--- src/rtl/core/mpool_queue.sv ---
// Two-entry job queue between front and back.
module mpool_queue #(
  parameter int Width = 40
) (
  input  logic             clk,
  input  logic             rst_n,
  input  logic             restart,
  input  logic             push,
  input  logic [Width-1:0] push_data,
  output logic             full,
  input  logic             pop,
  output logic             not_empty,
  output logic [Width-1:0] head
);

  logic [Width-1:0] ent_r [2];
  logic [1:0] cnt_r, cnt_nxt;
  logic wp_r, rp_r;

  assign full = cnt_r == 2'd2;
  assign not_empty = cnt_r != 2'd0;
  assign head = ent_r[rp_r];

  always_comb begin
    cnt_nxt = cnt_r;
    if (push && !pop) begin
      cnt_nxt = cnt_r + 2'd1;
    end else if (pop && !push) begin
      cnt_nxt = cnt_r - 2'd1;
    end
  end

  always_ff @(posedge clk) begin
    if (push) begin
      ent_r[wp_r] <= push_data;
    end
  end

  always_ff @(posedge clk) begin
    if (!rst_n || restart) begin
      cnt_r <= '0;
      wp_r <= 1'b0;
      rp_r <= 1'b0;
    end else begin
      cnt_r <= cnt_nxt;
      if (push) begin
        wp_r <= ~wp_r;
      end
      if (pop) begin
        rp_r <= ~rp_r;
      end
    end
  end

endmodule

--- config.mk ---
export PLATFORM = sky130hd
export DESIGN_NAME = mpool_queue
export DESIGN_NICKNAME = d
export VERILOG_FILES = /design/src/rtl/core/mpool_queue.sv
export SDC_FILE = /design/constraint.sdc
export NUM_CORES = 1
export LEC_CHECK = 0
export BUFFER_PORTS_ARGS = -buffer_cell sky130_fd_sc_hd__buf_2
export CORE_ASPECT_RATIO = 0.6
export CORE_MARGIN = 1
export CORE_UTILIZATION = 51
export DETAILED_ROUTE_END_ITERATION = 8
export PLACE_DENSITY = 0.77
export SYNTH_ARGS = -nofsm -noshare
export SYNTH_HDL_FRONTEND = slang
export SYNTH_SLANG_ARGS = --single-unit
--- constraint.sdc ---
create_clock -name clk -period 3.7 [get_ports clk]
set_input_delay 0.74 -clock clk [delete_from_list [all_inputs] [get_ports clk]]
set_output_delay 0.74 -clock clk [all_outputs]
set_load 0.005 [all_outputs]
# Yosys cells after proc, flatten, opt, wreduce, memory -nomap -nowiden
# Memories as Yosys holds them, arrays and structs flattened. A register that Yosys moved wholly into a read port is not among the register bits.
# Index checks and enable logic that the tools add are counted.
[word_totals]
out_inout_bits = 42
input_bits = 45
n_memories = 1
mem_bits_rw = 80
regBits = 4
elab_cells = 23
[op_classes]
n_eq_ne = 1
reduce_logical = 8
mux = 6
n_bitwise = 2
add_sub_neg = 2
[memory_table]
columns = ["name", "depth", "width", "read_ports", "rd_clocked_by_memory_dff", "wr", "line", "text"]
rows = [
  ["ent_r", 2, 40, 1, 1, 1, "16", "logic [Width-1:0] ent_r [2];"],
]
[ops]
columns = ["operator", "n"]
rows = [
  ["1-bit two-way mux", 4],
  ["2-bit two-way mux", 2],
  ["2-bit nonzero test", 2],
  ["1-bit zero test", 3],
  ["2-bit by 1-bit adder with 2-bit output (second input constant)", 1],
  ["2-bit == test (second input constant)", 1],
  ["1-bit logical AND", 2],
  ["1-bit inverter", 2],
  ["2-bit by 1-bit subtractor with 2-bit output (second input constant)", 1],
  ["1-bit logical OR", 1],
]

# Logic depth before layout (Yosys ltp)
# Gate-level depths: netlist of the first run.
[depth]
ltp_word = 4
ltp_mapped = 5
depth_no_buf = 5

# Worst setup path after synthesis of the first run
# OpenSTA, ideal clock, no wires.
[synth_path]
path_type = "input -> register"
startpoint = "in push"
endpoint = "mem ent_r[0][0], enable pin"
setup_ns = 0.442
path_buffers = 0
t_arrival_ns = 2.529
setup_slack_ns = 0.729
cell_stages = 1
path_cell_list = "nor2b_1"
[synth_between]
elab_chain_len = 2
[synth_rtl]
columns = ["element", "line", "text"]
rows = [
  ["from (decl)", "8", "input logic push,"],
  ["1-bit two-way mux", "34", "if (push) begin"],
  ["1-bit two-way mux (not written as such)", "35", "ent_r[wp_r] <= push_data;"],
  ["to (decl)", "16", ""],
]
# No other way between the ends.

==> results of run 1 <==
[layer usage]
metal / GRT usage [%] / routed length [µm] / vias to the layer above / part of all wire, %
li1: - / - / 762 / -
met1: 19.29 / 2170 / 760 / 44
met2: 25.58 / 2248 / 66 / 46
met3: 7.995 / 439 / 8 / 8.9
met4: 6.964 / 63 / 0 / 1.3
met5: 0 / 0 / - / 0
[synthesized netlist by cell type]
library cell	n	share of area (%)
or2_2	1	0.20
nor2_1	4	0.49
xnor2_1	2	0.57
ha_1	1	0.40
nand2b_1	1	0.20
o21ai_0	1	0.16
a21oi_1	1	0.16
and2b_2	1	0.28
xor2_1	2	0.57
mux2_2	40	15
inv_1	1	0.12
and2_1	1	0.20
buf_2	4	0.65
edfxtp_1	80	78
dfxtp_1	5	3.2
or3_1	1	0.20
nor2b_1	1	0.20
[flip-flops by register name, summed over array words and instances, names as in the netlist, named ones only]
name   count
cnt_r      2
rp_r       1
wp_r       1
ent_r     80
[final cells by class]
class	instances	area, µm²	area share, %
flip-flops and latches	85	2504	64.80
repair buffers	88	445.4	11.53
clock inverters	6	111.4	2.882
clock buffers	10	127.6	3.303
multi-input cells	57	571.8	14.80
well taps	80	100.1	2.591
inverters	1	3.754	0.09715
[tightest hold or removal path: stages (launching register included)]
cell and delay [ps]:
dfxtp_1 330, o21ai_0 70, a21oi_1 60
[stage by stage]
step | area, µm² | hold slack (ps) | power, mW | cells
after CTS | 3864 | 505.1 | 2.038 | 327
final | 3864 | 502.5 | 2.013 | 327
after detailed placement | 3625 | 492.7 | 1.284 | 311
after global placement | 3625 | 484.6 | 1.280 | 311
after floorplan | 3089 | 462.4 | 1.204 | 147
after global routing | 3864 | 545.8 | 2.085 | 327
[how the worst max path moves through the flow]
stage / from / to / slack, ps / cells after the start
global route: flip-flop / head[29] / 960 / 2
detailed placement: flip-flop / head[29] / 1430 / 2
finish: flip-flop / head[29] / 1090 / 2
floorplan: push / ent_r[0][0] / 730 / 1
CTS: flip-flop / head[29] / 1040 / 2
global placement: flip-flop / head[29] / 1410 / 2
[where the power goes]
part | leakage (nW) | internal (mW) | switching [mW]
logic | 0.561 | 0.0805 | 0.0624
registers | 0.792 | 1.10 | 0.0186
clock network | 0.116 | 0.448 | 0.305
[logic make-up after synthesis]
kind of cell | Yosys count | share of synthesized area [%]
buffers and inverters | 5 | 0.7695
DFF | 85 | 81.00
adders and majority gates | 1 | 0.4050
and+or+nand+nor | 10 | 1.783
AOI/OAI and AO/OA | 2 | 0.3237
muxes | 40 | 14.58
xor gates and xnor gates | 4 | 1.134
==> results.ini, run 1 <==
[drt]
wl_um = 4922
dr_total_vias = 1596
dr.pass1.iters = 4
drt_iter0_drc = 50
ant_nets = 0
drc_errors = 0
vias_per_cell = 4.881
routedWlPerCell_um = 15.05

[setup_path]
worst_setup_path_start_kind = flip-flop
arrival_ps = 1870
slowest_stage = dfxtp_2
rrSetupSlack_ps = 2080
path_cells = mux2_2 -> buf_2
rr_startpoint = wp_r
slowest_delay_ps = 960
end_kind = primary output
cp_max_fo = 40
reg2reg_to = ent_r[1][1]
path_buf_inv = 1
cp_top_family = flip-flops
required_ps = 2960
rr_worst_depth = 1
critical_path_class = reg2out

[clock_network]
clkSinkCount = 85
cts_hold_buf = 0
post-cts-setup-buffers = 0
insertion_delay_ps = 340
post_cts_resized = 0
cts_buffers = 9
cts_buffer_depth = 2
cts_root_buffer = clkbuf_8
cts_tree = built
cts.clk_slew.worst_paths_ps = 80
cts_max_level = 3

[job]
maxCapViolCount = 0

[sta]
rsz0062_at_grt = false
finalSetupViolCount = 0
setup_tns_ps = 0
period_needed_ps = 2611
fmax_mhz = 383.0
fin_ws_ps = 1089
tightest_slew_ps = 962.5
drv_slew = 0
timing_hold_violations_final = 0
min_period_over_period_pct = 70.56
maxSlewHeadroom_pct = 35.83
fin_skew_ps = 5.016

[synth]
netlist_instances = 147
syn_area_mm2 = 0.003089
synth_nets = 193
avgSynthCellArea_um2 = 21.02
synth_cell_types = 17
synth_seq_cells = 85
yosysWarnings = 0
ys_seq_area_share_pct = 81.00

[die]
rows = 21
fp.dieH_um = 62.29
die_w_um = 102.5
core-area_mm2 = 0.005702
io_pins = 87
die_area_mm2 = 0.006383
initial_core_util_pct = 54.18

[global_routing]
grt-ovfl-total = 0
grt_use_total_pct = 16.41
grt_pass1_vias = 1582
grt_pass1_wl_um = 7438
grt_max_degree = 41
antenna_found_initial = 0

[final_layout]
final_util_pct = 67.76
filler_cell_count = 424
layout_commonest_cell = buf_2
drive_gt1_share_pct = 59.92
antenna_cells = 0
syn_to_final_growth_pct = 25.07
mostFrequentLayoutCells = 86 x buf_2, 80 x edfxtp_1, 40 x mux2_2
nets = 288

[power]
ir_drop_mv = 0.2853
p_per_area_mw_per_mm2 = 520.9
leakage_nw = 1.470

[placement]
post-place-ws_ps = 1425
portBuffers = 86
dp_hpwl_um = 3202
globalplace.congestion = 0.6969

[hold_path]
hold_path_class = reg2reg
whs_endpoint = cnt_r[1]
min_from = cnt_r[1]
whs_path_depth = 2

[run_status]
status = complete, no violations

Power figures use the tool's default switching activity.
==> inputs of run 2 (changes only) <==
==> constraint.sdc (replaced) <==
create_clock -name clk -period 2.6 [get_ports clk]
set_input_delay 0.52 -clock clk [delete_from_list [all_inputs] [get_ports clk]]
set_output_delay 0.52 -clock clk [all_outputs]
set_load 0.005 [all_outputs]
==> run 2 against run 1 <==
- sequential cell count did not move
- combinational power rose by 50%
- worst hold slack got worse by 140 ps
- worst setup slack got worse by 710 ps
==> results.ini, run 2 (same netlist as run 1, synthesis figures left out) <==
[run_status]
status = complete, no violations

[clock_network]
cts.clk_slew.worst_paths_ps = 80
post-cts-setup-buffers = 0
insertion_delay_ps = 340
cts_tree = built
cts_buffers = 9
clkSinkCount = 85
cts_root_buffer = clkbuf_8
cts_hold_buf = 0
post_cts_resized = 0
cts_max_level = 3
cts_buffer_depth = 2

[sta]
period_needed_ps = 2217
tightest_slew_ps = 640.0
min_period_over_period_pct = 85.25
holdWs_ps = 358.4
drv_slew = 0
timing_hold_violations_final = 0
maxSlewHeadroom_pct = 57.24
rsz0062_at_grt = false
setup_tns_ps = 0
fmax_mhz = 451.1
finalSetupViolCount = 0
fin_skew_ps = 9.372

[placement]
dp_hpwl_um = 3277
globalplace.congestion = 0.6945
portBuffers = 86
place_area_mm2 = 0.003657
placed_cells = 312

[hold_path]
hold_path_class = in2reg

[final_layout]
drive_gt1_share_pct = 59.68
antenna_cells = 0
mostFrequentLayoutCells = 86 x buf_2, 80 x edfxtp_1, 40 x mux2_2
nets = 289
largest_reg_flops = 80
fin_area_mm2 = 0.003866
filler_cell_count = 407
stdcell_count = 328
largestRegisters = ent_r (80), cnt_r (2)
regMostFlops = ent_r
seqCellArea_mm2 = 0.002504
multi_input_area_um2 = 571.8
syn_to_final_growth_pct = 25.15
layout_commonest_cell = buf_2

[drt]
dr_total_vias = 1584
wl_um = 4877
ant_nets = 0
drt_iter0_drc = 58
drc_errors = 0
dr.pass1.iters = 4
routedWlPerCell_um = 14.87
vias_per_cell = 4.829

[die]
fp.dieH_um = 62.29
io_pins = 87
die_w_um = 102.5
initial_core_util_pct = 54.18
die_area_mm2 = 0.006383
rows = 21
core-area_mm2 = 0.005702

[setup_path]
worst_setup_path_start_kind = flip-flop
required_ps = 2080
end_kind = primary output
cp_max_fo = 22
arrival_ps = 1700
critical_path_class = reg2out

[global_routing]
grt-ovfl-total = 0
grt_pass1_vias = 1621
grt_pass1_wl_um = 7555
grt_max_degree = 41
grt_use_total_pct = 16.98
antenna_found_initial = 0

[job]
maxCapViolCount = 0

[power]
ir_drop_mv = 0.4889
p_per_area_mw_per_mm2 = 712.8
leakage_nw = 1.470

-- run 2: changes by cell type in the layout (fill, tap and decap cells not counted), sizes merged --
cell,before,now
buf,88,89
bufinv,3,2
clkbuf,10,11
-- run 2: where the power goes --
| group | switching, mW | internal (mW) | total, mW |
|---|---|---|---|
| clock | 0.419 | 0.538 | 0.957 |
| combinational | 0.0959 | 0.119 | 0.215 |
| sequential | 0.0209 | 1.56 | 1.58 |
| total | 0.536 | 2.22 | 2.76 |
-- run 2: cell type report --
class	instances	share of cell area, %
well taps	80	2.589
flip-flops and latches	85	64.76
repair buffers	89	12.36
clock inverters	5	2.006
multi-input cells	57	14.79
clock buffers	11	3.398
inverters	1	0.09709
-- run 2: path summary, 6_finish.rpt --
check                                   start           end  slack [ps]  depth (start not counted)
worst max-delay path                flip-flop       head[7]         380                          3
worst min-delay path            push_data[36]  ent_r[0][36]         360                          1
worst max register to register           wp_r   ent_r[0][2]        1160                          2
worst min register to register       cnt_r[1]      cnt_r[1]         510                          2
-- run 2: stage by stage --
step           total power, mW  worst slack (ps)  utilization (%)
3_3_place_gp             1.827             732.9            64.14
4_1_cts                  2.790             331.7            67.81
2_1_floorplan            1.713             593.0                -
6_report                 2.756             383.4            67.81
3_5_place_dp             1.834             718.9            64.14
5_1_grt                  2.869             281.4            67.81
-- run 2: critical path: stages (launching register included) --
cell     delay [ps]
dfxtp_2         630
buf_12          240
mux2_2          350
buf_2           130
-- run 2: per-layer routing --
layer | up-vias | routed length, µm | GRT usage, %
li1 | 758 | - | -
met1 | 753 | 2137 | 19.36
met2 | 65 | 2194 | 26.42
met3 | 8 | 475 | 9.685
met4 | 0 | 70 | 6.429
met5 | - | 0 | 0
==> inputs of run 3 (changes only) <==
--- a/config.mk
+++ b/config.mk
@@ -5,11 +5,13 @@
 export SDC_FILE = /design/constraint.sdc
 export NUM_CORES = 1
 export LEC_CHECK = 0
+export ABC_AREA = 1
 export BUFFER_PORTS_ARGS = -buffer_cell sky130_fd_sc_hd__buf_2
 export CORE_ASPECT_RATIO = 0.6
 export CORE_MARGIN = 1
 export CORE_UTILIZATION = 51
 export DETAILED_ROUTE_END_ITERATION = 8
+export MAX_ROUTING_LAYER = met4
 export PLACE_DENSITY = 0.77
 export SYNTH_ARGS = -nofsm -noshare
 export SYNTH_HDL_FRONTEND = slang
==> run 3 against run 2 <==
- routed wire length increased by 7.6%
- combinational power about the same
- final area decreased by 0.19%
- worst setup slack improved by 0.69 ps
- sequential cell count unchanged
- sequential share of layout area increased by 0.13 points
- clock power decreased by 7.3%
- sequential power about the same
- count of clock-buffer cells in the layout decreased by 1
- fmax about the same
- highest routed layer unchanged
==> results.ini, run 3 <==
[run_status]
status = complete, no violations

[die]
initial_core_util_pct = 54.42
fp.dieH_um = 62.70
die_area_mm2 = 0.006468
die_w_um = 103.2
core-area_mm2 = 0.005754
rows = 21
io_pins = 87

[power]
p_clk_share_pct = 33.1
p_switching_mw = 0.5647
swShare_pct = 21.07
p_per_area_mw_per_mm2 = 694.7
seq_power_share_pct = 58.9
ir_drop_mv = 0.4681
p_int_mw = 2.116
leakage_nw = 1.481
pwr-share-comb_pct = 8.0

[synth]
ys_seq_area_share_pct = 79.90
netlist_top_cells_count = 80 x edfxtp_1, 40 x mux2_2, 10 x inv_1
async_flop_share_pct = 0
avgSynthCellArea_um2 = 19.70
synth_area_leader_cell = edfxtp_1
yosys.area.top_type_share_pct = 76.71
synth_edf_count = 80
netlist_instances = 159
synth_cell_types = 14
synth_seq_cells = 85
synth_area_leaders = edfxtp_1 77%, mux2_2 14%, dfxtp_1 3.2%
yosysMostFrequentCell = edfxtp_1
synth_nets = 205
syn_area_mm2 = 0.003132
yosysWarnings = 0
dominantRegCellSynth = edfxtp_1

[sta]
setup_tns_ps = 0
rsz0062_at_grt = false
finalSetupViolCount = 0
timing_hold_violations_final = 0
drv_slew = 0
period_needed_ps = 2216
fin_skew_ps = 5.502
tightest_slew_ps = 547.0
fmax_mhz = 451.3
maxSlewHeadroom_pct = 63.53
min_period_over_period_pct = 85.23

[global_routing]
grt_pass1_wl_um = 8045
grt_use_met3_pct = 7.159
grt_util_met1_pct = 25.39
grt_max_degree = 41
groute.layer.met2.usage_pct = 23.83
grt_pass1_vias = 1633
grt_use_total_pct = 18.12
antenna_found_initial = 0
busiest_layer = met1
grt-ovfl-total = 0

[setup_path]
cp_max_fo = 25
cp_top_family = flip-flops
slowest_stage = dfxtp_2
slowest_delay_ps = 590
path_cells = buf_12 -> mux2_2 -> buf_2
critical_path_class = reg2out
rrSetupSlack_ps = 1310
required_ps = 2080
arrival_ps = 1700
path_buf_inv = 2
end_kind = primary output
worst_setup_path_start_kind = flip-flop

[final_layout]
regMostFlops = ent_r
filler_cell_count = 409
layout_commonest_cell = buf_2
largestRegisters = ent_r (80), cnt_r (2)
syn_to_final_growth_pct = 23.21
largest_reg_flops = 80
antenna_cells = 0
stdcell_count = 341
drive_gt1_share_pct = 55.56
mostFrequentLayoutCells = 86 x buf_2, 80 x edfxtp_1, 40 x mux2_2
nets = 302

[clock_network]
cts_hold_buf = 0
clkSinkCount = 85
cts_root_buffer = clkbuf_8
cts_tree = built
cts.clk_slew.worst_paths_ps = 80
post-cts-setup-buffers = 0
post_cts_resized = 0
cts_max_level = 3
cts_buffer_depth = 2
cts_buffers = 9
insertion_delay_ps = 340

[placement]
placed_cells = 325
dp_hpwl_um = 3442
globalplace.congestion = 0.7016
portBuffers = 86

[drt]
dr.pass1.iters = 4
drc_errors = 0
wl_um = 5248
drt_iter0_drc = 92
ant_nets = 0
routedWlPerCell_um = 15.39
vias_per_cell = 4.891
dr_total_vias = 1668

[job]
maxCapViolCount = 0

[hold_path]
hold_path_class = in2reg

==> run 3: changes by cell type after synthesis, sizes merged, moves of 2 or more <==
cell / delta
inv: +9
nand2: +6
nor2: +3
xor2: -2
==> run 3: cells by family after synthesis <==
family / synth area share, %
mux: 14.38
simple gates: 2.077
fa+ha+maj: 0.3995
flops: 79.90
compound gates: 0.3193
buf+inv: 2.637
xor+xnor: 0.2797
==> run 3: worst paths after layout <==
kind,startpoint,to,depth (start not counted)
worst min register to register,rp_r,rp_r,2
worst max-delay path,flip-flop,head[31],3
worst min-delay path,push_data[1],ent_r[0][1],1
worst max register to register,wp_r,ent_r[0][21],2
==> run 3: routing by layer <==
| layer | part of all wire [%] | vias to the layer above |
|---|---|---|
| li1 | - | 790 |
| met1 | 49 | 798 |
| met2 | 42 | 76 |
| met3 | 8.3 | 4 |
| met4 | 0.76 | 0 |
| met5 | 0 | - |
==> run 3: power by group through the flow <==
stage	Sequential, mW	Clock [mW]	Combinational, mW
after CTS	1.58	0.906	0.217
final	1.58	0.887	0.214
after detailed placement	1.61	0	0.216
after global routing	1.59	0.961	0.236
after global placement	1.61	0	0.213
after floorplan	1.60	0	0.110
==> run 3: final cells by class <==
class	count	area, µm²	share of cell area [%]
Clock inverter	6	62.56	1.621
Multi-Input combinational cell	60	554.3	14.36
Clock buffer	10	127.6	3.307
Tap cell	80	100.1	2.594
Timing Repair Buffer	90	473.0	12.26
Sequential cell	85	2504	64.88
Inverter	10	37.54	0.9728
==> run 3: per-stage QoR <==
step / power, mW / hold slack, ps / setup WS [ps] / util [%] / instance area (µm²)
floorplan: 1.713 / 479.9 / 604.7 / - / 3134
global placement: 1.822 / 499.8 / 780.8 / 63.75 / 3669
detailed placement: 1.826 / 515.0 / 768.2 / 63.75 / 3669
CTS: 2.703 / 339.7 / 373.0 / 67.06 / 3859
global route: 2.784 / 337.2 / 311.6 / 67.06 / 3859
finish: 2.681 / 359.5 / 384.1 / 67.06 / 3859
