[src/rtl/core/mpool_pkg.sv]
package mpool_pkg;

  localparam int CfgIdxBits = 3;
  localparam int CfgDataBits = 12;

  typedef enum logic [CfgIdxBits-1:0] {
    REG_IN_HEIGHT = 3'd0,
    REG_IN_WIDTH  = 3'd1,
    REG_IN_CHANS  = 3'd2,
    REG_WIN_H     = 3'd3,
    REG_WIN_W     = 3'd4,
    REG_STEP_R    = 3'd5,
    REG_STEP_C    = 3'd6
  } cfg_reg_t;

  typedef enum logic [1:0] {
    BK_IDLE,
    BK_READ,
    BK_DRAIN,
    BK_OUT
  } bk_state_t;

endpackage

[src/rtl/core/mpool_front.sv]
// Tracks raster position, writes each sample into the line store and flags
// window corners. Corner jobs go to a small queue for the back end.
module mpool_front #(
  parameter int MaxWidth = 256,
  parameter int MaxChannels = 64,
  parameter int MaxWindow = 4,
  parameter int SampleBits = 16,
  parameter int AddrBits = 16,
  parameter int JobBits = 40
) (
  input  logic                  clk,
  input  logic                  rst_n,
  input  logic                  in_valid,
  output logic                  in_stall,
  input  logic [SampleBits-1:0] in_sample,
  input  logic                  restart,
  input  logic                  hold,
  input  logic [11:0]           h_eff,
  input  logic [12:0]           w_eff,
  input  logic [10:0]           c_eff,
  input  logic [4:0]            wh_eff,
  input  logic [4:0]            ww_eff,
  input  logic [2:0]            sr_eff,
  input  logic [2:0]            sc_eff,
  input  logic [11:0]           oh,
  input  logic [12:0]           ow,
  output logic                  wr_en,
  output logic [AddrBits-1:0]   wr_addr,
  output logic [SampleBits-1:0] wr_data,
  output logic                  job_push,
  output logic [JobBits-1:0]    job_data,
  input  logic                  job_full
);
  import mpool_pkg::*;

  localparam int SlotBits = (MaxWindow > 1) ? $clog2(MaxWindow) : 1;
  localparam int ColBits = (MaxWidth > 1) ? $clog2(MaxWidth) : 1;
  localparam int ChBits = (MaxChannels > 1) ? $clog2(MaxChannels) : 1;

  logic [11:0] row_r, row_nxt;
  logic [ColBits-1:0] col_r, col_nxt;
  logic [ChBits-1:0] ch_r, ch_nxt;
  // vertical phase: (row - wh + 1) mod sr and output row, kept incrementally
  logic [2:0] rph_r, rph_nxt, cph_r, cph_nxt;
  logic [11:0] orow_r, orow_nxt;
  logic [12:0] ocol_r, ocol_nxt;
  logic [SlotBits-1:0] slot_r, slot_nxt;

  logic accept, row_ok, col_ok, corner, ch_end, col_end, row_end, last;
  logic [12:0] col_ext;

  // hold: job pending or window walk in progress, or grid size still being counted
  assign in_stall = job_full || hold;
  assign accept = in_valid && !in_stall;
  assign col_ext = 13'(col_r);
  assign row_ok = (13'(row_r) + 13'd1) >= 13'(wh_eff);
  assign col_ok = (col_ext + 13'd1) >= 13'(ww_eff);
  assign corner = row_ok && col_ok && rph_r == 3'd0 && cph_r == 3'd0;
  assign ch_end = (11'(ch_r) + 11'd1) >= c_eff;
  assign col_end = (col_ext + 13'd1) >= w_eff;
  assign row_end = (13'(row_r) + 13'd1) >= 13'(h_eff);
  assign last = (orow_r + 12'd1 == oh) && (ocol_r + 13'd1 == ow) && ch_end;

  assign wr_en = accept;
  assign wr_addr = AddrBits'({slot_r, col_r, ch_r});
  assign wr_data = in_sample;
  assign job_push = accept && corner;
  assign job_data = JobBits'({last, orow_r, ocol_r[ColBits-1:0], ch_r, slot_r, col_r});

  always_comb begin
    row_nxt = row_r;
    col_nxt = col_r;
    ch_nxt = ch_r;
    rph_nxt = rph_r;
    cph_nxt = cph_r;
    orow_nxt = orow_r;
    ocol_nxt = ocol_r;
    slot_nxt = slot_r;
    if (accept) begin
      if (ch_end) begin
        ch_nxt = '0;
        if (col_end) begin
          col_nxt = '0;
          cph_nxt = '0;
          ocol_nxt = '0;
          if (row_end) begin
            row_nxt = '0;
            slot_nxt = '0;
            rph_nxt = '0;
            orow_nxt = '0;
          end else begin
            row_nxt = row_r + 12'd1;
            slot_nxt = (32'(slot_r) + 1 >= MaxWindow) ? '0 : slot_r + SlotBits'(1);
            if (row_ok) begin
              if (rph_r == 3'd0) begin
                orow_nxt = orow_r + 12'd1;
              end
              rph_nxt = (rph_r + 3'd1 >= sr_eff) ? 3'd0 : rph_r + 3'd1;
            end
          end
        end else begin
          col_nxt = col_r + ColBits'(1);
          if (col_ok) begin
            if (cph_r == 3'd0) begin
              ocol_nxt = ocol_r + 13'd1;
            end
            cph_nxt = (cph_r + 3'd1 >= sc_eff) ? 3'd0 : cph_r + 3'd1;
          end
        end
      end else begin
        ch_nxt = ch_r + ChBits'(1);
      end
    end
  end

  always_ff @(posedge clk) begin
    if (!rst_n || restart) begin
      row_r <= '0;
      col_r <= '0;
      ch_r <= '0;
      rph_r <= '0;
      cph_r <= '0;
      orow_r <= '0;
      ocol_r <= '0;
      slot_r <= '0;
    end else begin
      row_r <= row_nxt;
      col_r <= col_nxt;
      ch_r <= ch_nxt;
      rph_r <= rph_nxt;
      cph_r <= cph_nxt;
      orow_r <= orow_nxt;
      ocol_r <= ocol_nxt;
      slot_r <= slot_nxt;
    end
  end

endmodule

[config.mk]
export PLATFORM = sky130hd
export DESIGN_NAME = mpool_front
export DESIGN_NICKNAME = d
export VERILOG_FILES = /design/src/rtl/core/mpool_pkg.sv /design/src/rtl/core/mpool_front.sv
export SDC_FILE = /design/constraint.sdc
export NUM_CORES = 1
export LEC_CHECK = 0
export ABC_CLOCK_PERIOD_IN_PS = 4200
export BUFFER_PORTS_ARGS = -buffer_cell sky130_fd_sc_hd__buf_2
export CAP_MARGIN = 20
export CORE_ASPECT_RATIO = 0.6
export CORE_UTILIZATION = 37
export CTS_CLUSTER_SIZE = 10
export DETAILED_ROUTE_END_ITERATION = 7
export GPL_ROUTABILITY_DRIVEN = 0
export PLACE_DENSITY_LB_ADDON = 0.15
export SETUP_SLACK_MARGIN = 0.05
export SYNTH_ARGS = -nofsm -noshare
export SYNTH_HDL_FRONTEND = slang
export SYNTH_SLANG_ARGS = --single-unit
[constraint.sdc]
create_clock -name clk -period 4.2 [get_ports clk]
set_input_delay 0.84 -clock clk [delete_from_list [all_inputs] [get_ports clk]]
set_output_delay 0.84 -clock clk [all_outputs]
set_load 0.01 [all_outputs]
# Word level (Yosys, flattened, before mapping)
# Cells that the tools add are included.
[totals]
regBits = 59
out_inout_bits = 75
word_cells = 70
[op_classes]
n_addsub = 12
order_cmp = 8
eq_ne = 2
muxes = 17
reduce_logical = 23
[ops]
columns = ["operator", "count"]
rows = [
  ["12-bit two-way mux", 4],
  ["13-bit two-way mux", 3],
  ["13-bit by 5-bit greater-or-equal comparator with 1-bit output", 2],
  ["12-bit by 1-bit adder with 12-bit output (second input constant)", 2],
  ["3-bit two-way mux", 6],
  ["12-bit by 1-bit adder with 13-bit output (second input constant)", 1],
  ["13-bit by 1-bit adder with 13-bit output (second input constant)", 1],
  ["13-bit == test", 1],
  ["13-bit by 12-bit greater-or-equal comparator with 1-bit output", 1],
  ["9-bit by 13-bit greater-or-equal comparator with 1-bit output", 1],
  ["12-bit == test", 1],
  ["7-bit by 11-bit greater-or-equal comparator with 1-bit output", 1],
  ["8-bit by 1-bit adder with 9-bit output (second input constant)", 1],
  ["8-bit by 1-bit adder with 8-bit output (second input constant)", 1],
  ["8-bit two-way mux", 1],
  ["4-bit AND reduction", 2],
  ["2-bit nonzero test", 4],
  ["6-bit by 1-bit adder with 7-bit output (second input constant)", 1],
  ["1-bit logical AND", 7],
  ["3-bit by 1-bit adder with 3-bit output (second input constant)", 2],
  ["6-bit by 1-bit adder with 6-bit output (second input constant)", 1],
  ["3-bit greater-or-equal comparator", 2],
  ["3-bit zero test", 2],
  ["6-bit two-way mux", 1],
  ["other kinds (9)", 13],
]

# Logic depth before layout (Yosys ltp)
# Gate-level depths: netlist of the first run.
[depth]
depth_word = 6
ltp_mapped = 16

# Worst setup path after synthesis of the first run
# OpenSTA, ideal clock, no wires.
[synth_timing]
kind = "input-to-output"
start = "input port ww_eff[0]"
end = "output port job_push"
t_arrival_ns = 2.428
required_time_ns = 3.360
slack_ns = 0.932
stages = 9
n_path_buf = 1
path_cell_list = "ha_1 > nand2b_1 > a21o_1 > a21o_1 > a21oi_1 > o211ai_1 > clkbuf_1 > nand3_1 > nor2_1"
[synth_via]
elab_chain_cells = 5
[synth_lines]
columns = ["item", "line", "source"]
rows = [
  ["start, declared", "mpool_front.sv:22", "input logic [4:0] ww_eff,"],
  ["13-bit by 5-bit greater-or-equal comparator with 1-bit output", "mpool_front.sv:57", "assign col_ok = (col_ext + 13'd1) >= 13'(ww_eff);"],
  ["1-bit logical AND (3 in a row)", "mpool_front.sv:58", "assign corner = row_ok && col_ok && rph_r == 3'd0 && cph_r == 3'd0;"],
  ["1-bit logical AND", "mpool_front.sv:67", "assign job_push = accept && corner;"],
  ["end, declared", "mpool_front.sv:30", "output logic job_push,"],
]
# Every way passes these cells.

# Final worst setup path of the first run
[layout_timing]
start = "register ocol_r[0]"
end = "output port job_data[36]"
[layout_via]
elab_chain_cells = 4
[layout_lines]
columns = ["item", "line", "source"]
rows = [
  ["start, declared", "mpool_front.sv:46", "logic [12:0] ocol_r, ocol_nxt;"],
  ["start signal, assigned", "mpool_front.sv:133", "ocol_r <= ocol_nxt;"],
  ["13-bit by 1-bit adder with 13-bit output", "mpool_front.sv:62", "assign last = (orow_r + 12'd1 == oh) && (ocol_r + 13'd1 == ow) && ch_end;"],
  ["13-bit == test", "mpool_front.sv:62", ""],
  ["1-bit logical AND (2 in a row)", "mpool_front.sv:62", ""],
  ["end, declared", "mpool_front.sv:31", "output logic [JobBits-1:0] job_data,"],
]
# Every way passes these cells.

==> metrics.md, run 1 <==
| Metric | Value |
|---|---|
| Status | `completed` |
| CP Data Required Time | `3360 ps` |
| PnR worst setup slack | `approximately 230 ps` |
| Crit end category | `output pin` |
| Flop2flop setup slack | `between 400 and 500 ps` |
| GRT overflow | `0` |
| Clock root buffer | `clkbuf_16` |
| Post-synth top area cell | `dfxtp_1` |
| Total GRT Usage | `21.7%` |
| Hold path depth | `2` |
| Final period utilization | `between 90% and 100%` |
| IO Pins | `between 150 and 200` |
| Met2 Use GR | `a little under a third` |
| Post-synth top cells | `dfxtp_1, a21oi_1, nand2_1` |
| Layout area overhead | `16.5%` |
| Synth cell types | `65` |
| Fillers | `between 1500 and 2000` |
| Mapped cell area | `about 5700 um2` |
| CTS tree | `built` |
| FF+latch count, synth | `between 50 and 60` |
| Yosys warns | `0` |
| Setup crit start kind | `register` |
| Rows | `34` |
| Pre-CTS setup slack | `426 ps` |
| Reg-to-reg endpoint | `orow_r[10]` |
| Die height | `98.4 um` |
| DRC viols | `0` |
| Syn_area_per_cell | `approximately 7.6 um2` |
| Largest net degree at the start of global routing | `about 50` |
| Grt peak-use layer | `met1` |
| Synth Instances | `750` |
| Hold Startpoint | `slot_r[1]` |
| WL per Instance | `16.3 um` |
| Number of flops mapped to enable cells by yosys | `0` |
| First-pass GRT wire length | `27800 um` |
| Post-layout util | `roughly 45%` |
| Overall power | `between 1500 and 2000 uW` |
| Die area | `~16000 um2` |
| GR Util met1 | `approximately 32%` |
| Hold EP | `slot_r[1]` |
| WL final | `approximately 17000 um` |
| Final std cells w/o fill | `~1000` |
| RSZ-0062 raised after global routing | `no` |
| Clk_skew | `between 8 and 9 ps` |
| Worst Setup SP | `ocol_r[0]` |
| First-pass iteration count of the detailed router | `5` |
| Fin. max-slew vios | `0` |
| # Max-Cap Violations | `0` |
| Inserted Clock Buffers | `9` |
| Worst reg2reg startpoint | `row_r[6]` |
| Nets | `just under 1000` |
| GR Util met3 | `around 3.8%` |
| Port Buffers | `138` |
| Setup TNS | `0 ps` |
| Tightest Hold Check Type | `reg -> reg` |
| Detailed Route Iter0 Violations | `approximately 540` |
| Final HPWL DP | `between 10000 and 15000 um` |
| Post-cts sizing count | `0` |
| Worst-case reg-to-reg path depth | `12` |
| Post-synth top area share | `between 20% and 30%` |
| Die Wd | `around 160 um` |
| Core area | `about 15000 um2` |
| Initial antenna violation count | `0` |
| Asr flop ratio synth | `0%` |
| Arr. time, crit path | `between 3000 and 4000 ps` |
| Top area cells in the synthesized netlist | `dfxtp_1, ha_1, buf_4` |
| Tmin final | `3970 ps` |
| Crit Path Category | `reg -> out` |
| Cell Count Post-Placement | `about 1000` |
| H-tree depth | `3` |
| Clock tree buffer depth | `2` |
| Worst slew pin tran | `approximately 930 ps` |
| Worst skew pair latency | `340 ps` |
| Clock Pin Slew Worst Setup and Hold Paths | `about 60 ps` |
| Number of post-CTS setup repair buffers | `0` |
| Register area share after synthesis | `roughly a fifth` |
| Vias per Instance | `between 5 and 6` |
| Static Leak | `just under 0.003 uW` |
| Synth Flop Type | `dfxtp_1` |
| Hold Buf Count CTS | `0` |
| Most frequent cell after synthesis | `dfxtp_1` |
| Via count | `between 5000 and 6000` |
| Initial core utilization | `between 30% and 40%` |
| Peak supply drop | `approximately 0.17 mV` |
| Number of global-route vias before repair | `5461` |
| Final setup vio count | `0` |
| Final Hold Fails | `0` |
| Crit Path Max Fanout | `7` |
| PD cells | `~220 nW/um2` |
| Fraction of layout cells with a size suffix above 1 | `22.8%` |
| Antenna Nets Post-Route | `0` |
| Max_slew headroom | `37.6%` |
| Clock Sinks | `roughly 60` |
| Peak Freq | `about 250 MHz` |
| ANT cells | `0` |
[routing by layer]
layer	part of all wire, %	vias up
met5	0	-
met3	6.3	18
met1	51	2732
met2	42	200
met4	1.0	0
li1	-	2842
[stage by stage]
step	cell area (um2)	hold WS (ps)
after global routing	6670	515
after detailed placement	6340	482
final	6670	490
after floorplan	5740	455
after global placement	6340	466
after CTS	6660	491
[worst max path at each step]
stage | to | slack [ps] | cells past startpoint
final | job_data[36] | 230 | 9
after global routing | job_data[36] | 50 | 8
after CTS | job_data[36] | 150 | 10
after detailed placement | orow_r[10] | 430 | 12
after global placement | orow_r[10] | 550 | 12
after floorplan | job_push | 930 | 9
[layout make-up]
cell class,count,area (um2),share of cell area (%)
clock buffer,10,229,3.43
sequential,59,1180,17.7
timing repair buffer,159,848,12.7
tap,198,248,3.71
clock inverter,6,90.1,1.35
multi-input combinational,560,3880,58.2
inverter,52,195,2.92
[cell usage in the layout (no fill, tap or decap), drive strengths merged, types with 4 or more instances in the layout]
master  synthesis  layout
a21o            9       9
a21oi          56      56
a22oi           5       5
a31oi          11      11
a32oi           4       4
and2            5       5
and3           18      18
buf            57     159
clkbuf         24      10
clkinv          1       4
dfxtp          59      59
ha             51      51
inv            51      51
mux2i           7       7
nand2          56      56
nand2b          6       6
nand3          38      38
nand3b         10      10
nand4          35      35
nor2           38      38
nor2b           7       7
nor3           17      17
nor3b           5       5
nor4           16      16
o211ai         26      26
o21a            5       5
o21ai          28      28
o22ai           4       4
o31ai           6       6
or3             4       4
xnor2          40      40
xor2           22      22
[where the power goes]
part	switching (uW)	internal, uW
clock	284	520
sequential	0.394	560
combinational	73.1	63.3
[state kept, by name, indices dropped and copies added, names as in the netlist]
signal,flops
ch_r,6
slot_r,2
col_r,8
orow_r,12
ocol_r,13
rph_r,3
cph_r,3
row_r,12
[critical path, stage by stage (launching register included)]
cell and delay (ps):
dfxtp_1 440, ha_1 310, nand3_1 290, nor2_1 270
xnor2_1 220, nand4_1 160, nor3_2 260, nand4_1 280
nor4_1 370, buf_2 190
[logic make-up (layout without fill, tap and decap cells)]
| family | Yosys count | count (layout) | synth area share, % |
|---|---|---|---|
| buffers and inverters | 133 | 227 | 12.3 |
| other | 1 | 3 | 0.0655 |
| adders and majority gates | 52 | 52 | 11.3 |
| muxes | 8 | 8 | 1.42 |
| AOI/OAI and AO/OA | 169 | 169 | 19.6 |
| DFF | 59 | 59 | 20.6 |
| xor gates and xnor gates | 62 | 62 | 9.48 |
| and+or+nand+nor | 266 | 266 | 25.2 |
No activity file was read; power rests on OpenSTA's default activity.
==> run 2: changes to the inputs <==
--- a/config.mk
+++ b/config.mk
@@ -5,7 +5,7 @@
 export SDC_FILE = /design/constraint.sdc
 export NUM_CORES = 1
 export LEC_CHECK = 0
-export ABC_CLOCK_PERIOD_IN_PS = 4200
+export ABC_CLOCK_PERIOD_IN_PS = 3600
 export BUFFER_PORTS_ARGS = -buffer_cell sky130_fd_sc_hd__buf_2
 export CAP_MARGIN = 20
 export CORE_ASPECT_RATIO = 0.6
==> constraint.sdc (replaced) <==
create_clock -name clk -period 3.6 [get_ports clk]
set_input_delay 0.72 -clock clk [delete_from_list [all_inputs] [get_ports clk]]
set_output_delay 0.72 -clock clk [all_outputs]
set_load 0.01 [all_outputs]
==> metrics.md, run 2 (synthesized netlist as in run 1, its figures left out) <==
| Metric | Value |
|---|---|
| Status | `completed` |
| Static Leak | `0.00306 uW` |
| PD cells | `roughly 230 nW/um2` |
| Nets | `about 1000` |
| Clock root buffer | `clkbuf_16` |
| Worst slew pin tran | `around 680 ps` |
| Worst-case reg-to-reg path depth | `13` |
| DRC viols | `0` |
| Initial core utilization | `~39%` |
| Tmin final | `between 3000 and 4000 ps` |
| Number of global-route vias before repair | `5460` |
| Core area | `between 10000 and 15000 um2` |
| Hold EP | `rph_r[1]` |
| Final std cells w/o fill | `between 1000 and 1500` |
| Die Wd | `around 160 um` |
| Total GRT Usage | `a little over a fifth` |
| Max_slew headroom | `54.8%` |
| Arr. time, crit path | `roughly 2700 ps` |
| WL per Instance | `between 15 and 20 um` |
| First-pass GRT wire length | `approximately 28000 um` |
| Worst Setup SP | `row_r[0]` |
| Clock tree buffer depth | `2` |
| Hold Buf Count CTS | `0` |
| WL final | `17400 um` |
| Crit end category | `output pin` |
| Clock Pin Slew Worst Setup and Hold Paths | `50 ps` |
| Largest regs | `ocol_r (13), orow_r (12), row_r (12)` |
| RSZ-0062 raised after global routing | `no` |
| Hold path depth | `2` |
| Port Buffers | `around 140` |
| Final Hold Fails | `0` |
| Final setup vio count | `0` |
| Commonest non-fill, non-tap cell in the layout | `buf_2` |
| Setup TNS | `0 ps` |
| Worst reg2reg startpoint | `row_r[5]` |
| Detailed Route Iter0 Violations | `between 400 and 500` |
| Die height | `between 90 and 100 um` |
| GRT overflow | `0` |
| First-pass iteration count of the detailed router | `5` |
| CP Data Required Time | `2880 ps` |
| Worst skew pair latency | `~320 ps` |
| Max FFs per register | `13` |
| Final period utilization | `94.5%` |
| IO Pins | `174` |
| CTS tree | `built` |
| Overall power | `between 1500 and 2000 uW` |
| Rows | `34` |
| Final HPWL DP | `~13000 um` |
| Fin. max-slew vios | `0` |
| H-tree depth | `3` |
| Fraction of layout cells with a size suffix above 1 | `26.9%` |
| PnR worst setup slack | `around 200 ps` |
| Peak Freq | `roughly 300 MHz` |
| Most frequent cells in the layout | `buf_2, nand2_1, a21oi_1, dfxtp_1, inv_1` |
| Clk_skew | `slightly below 7 ps` |
| Antenna Nets Post-Route | `0` |
| # Max-Cap Violations | `0` |
| Cell Count Post-Placement | `between 1000 and 1500` |
| Hold Startpoint | `rph_r[1]` |
| Post-layout util | `46.7%` |
| ANT cells | `0` |
| Via count | `slightly below 6000` |
| Tightest Hold Check Type | `reg -> reg` |
| Reg-to-reg endpoint | `orow_r[9]` |
| Crit Path Max Fanout | `8` |
| Most flops, register | `ocol_r` |
| Clock Sinks | `between 50 and 60` |
| Inserted Clock Buffers | `9` |
| Largest net degree at the start of global routing | `39` |
| Peak supply drop | `slightly below 0.3 mV` |
| Setup crit start kind | `register` |
| Crit Path Category | `reg -> out` |
| Vias per Instance | `between 5 and 6` |
| Die area | `16000 um2` |
| Flop2flop setup slack | `about 230 ps` |
| Pre-CTS setup slack | `between 150 and 200 ps` |
| Layout area overhead | `20.6%` |
| Initial antenna violation count | `0` |
-- run 2: layout make-up --
class	count	area [um2]
repair buffers	178	1020
clock inverters	2	10.0
multi-input cells	560	3980
fillers	1527	7900
inverters	52	195
well taps	198	248
clock buffers	13	270
flip-flops and latches	59	1190
-- run 2: critical path, cell delays in order, from the launching register on --
cell and delay (ps):
dfxtp_1 390, ha_2 280, nand3_4 140, xnor2_1 180, ha_1 200, or4b_4 550, o41ai_4 330, nor2_1 130
buf_2 160
-- run 2: per-stage QoR --
step / hold WS, ps / area (um2)
after global routing: 505 / 6910
after floorplan: 455 / 5740
after detailed placement: 489 / 6480
after CTS: 494 / 6790
final: 493 / 6910
after global placement: 468 / 6480
-- run 2: where the power goes --
group          switching, uW  total, uW  internal [uW]
combinational           86.7        162           74.9
clock                    280        795            515
sequential             0.597        655            654
total                    368       1610           1240
-- run 2: how the worst max path moves through the flow --
stage	end	slack, ps	cells past startpoint
2_1_floorplan	orow_r[3]	340	16
3_3_place_gp	job_push	210	8
3_5_place_dp	job_push	170	8
4_1_cts	job_data[36]	60	9
5_1_grt	orow_r[4]	50	13
6_report	job_push	200	8
-- run 2: what timing repair did --
item / CTS / global route
cloned: 0 / 0
pin swaps: 2 / 3
gates resized for setup: 8 / 23
setup buffers: 1 / 1
endpoints found under the setup margin: 2 / 42
-- run 2: layer usage --
metal	vias up	global-route usage, %	part of all wire, %
li1	2887	-	-
met1	2747	31.7	50
met2	218	32.0	42
met3	12	4.33	6.9
met4	0	5.03	0.69
met5	-	0	0
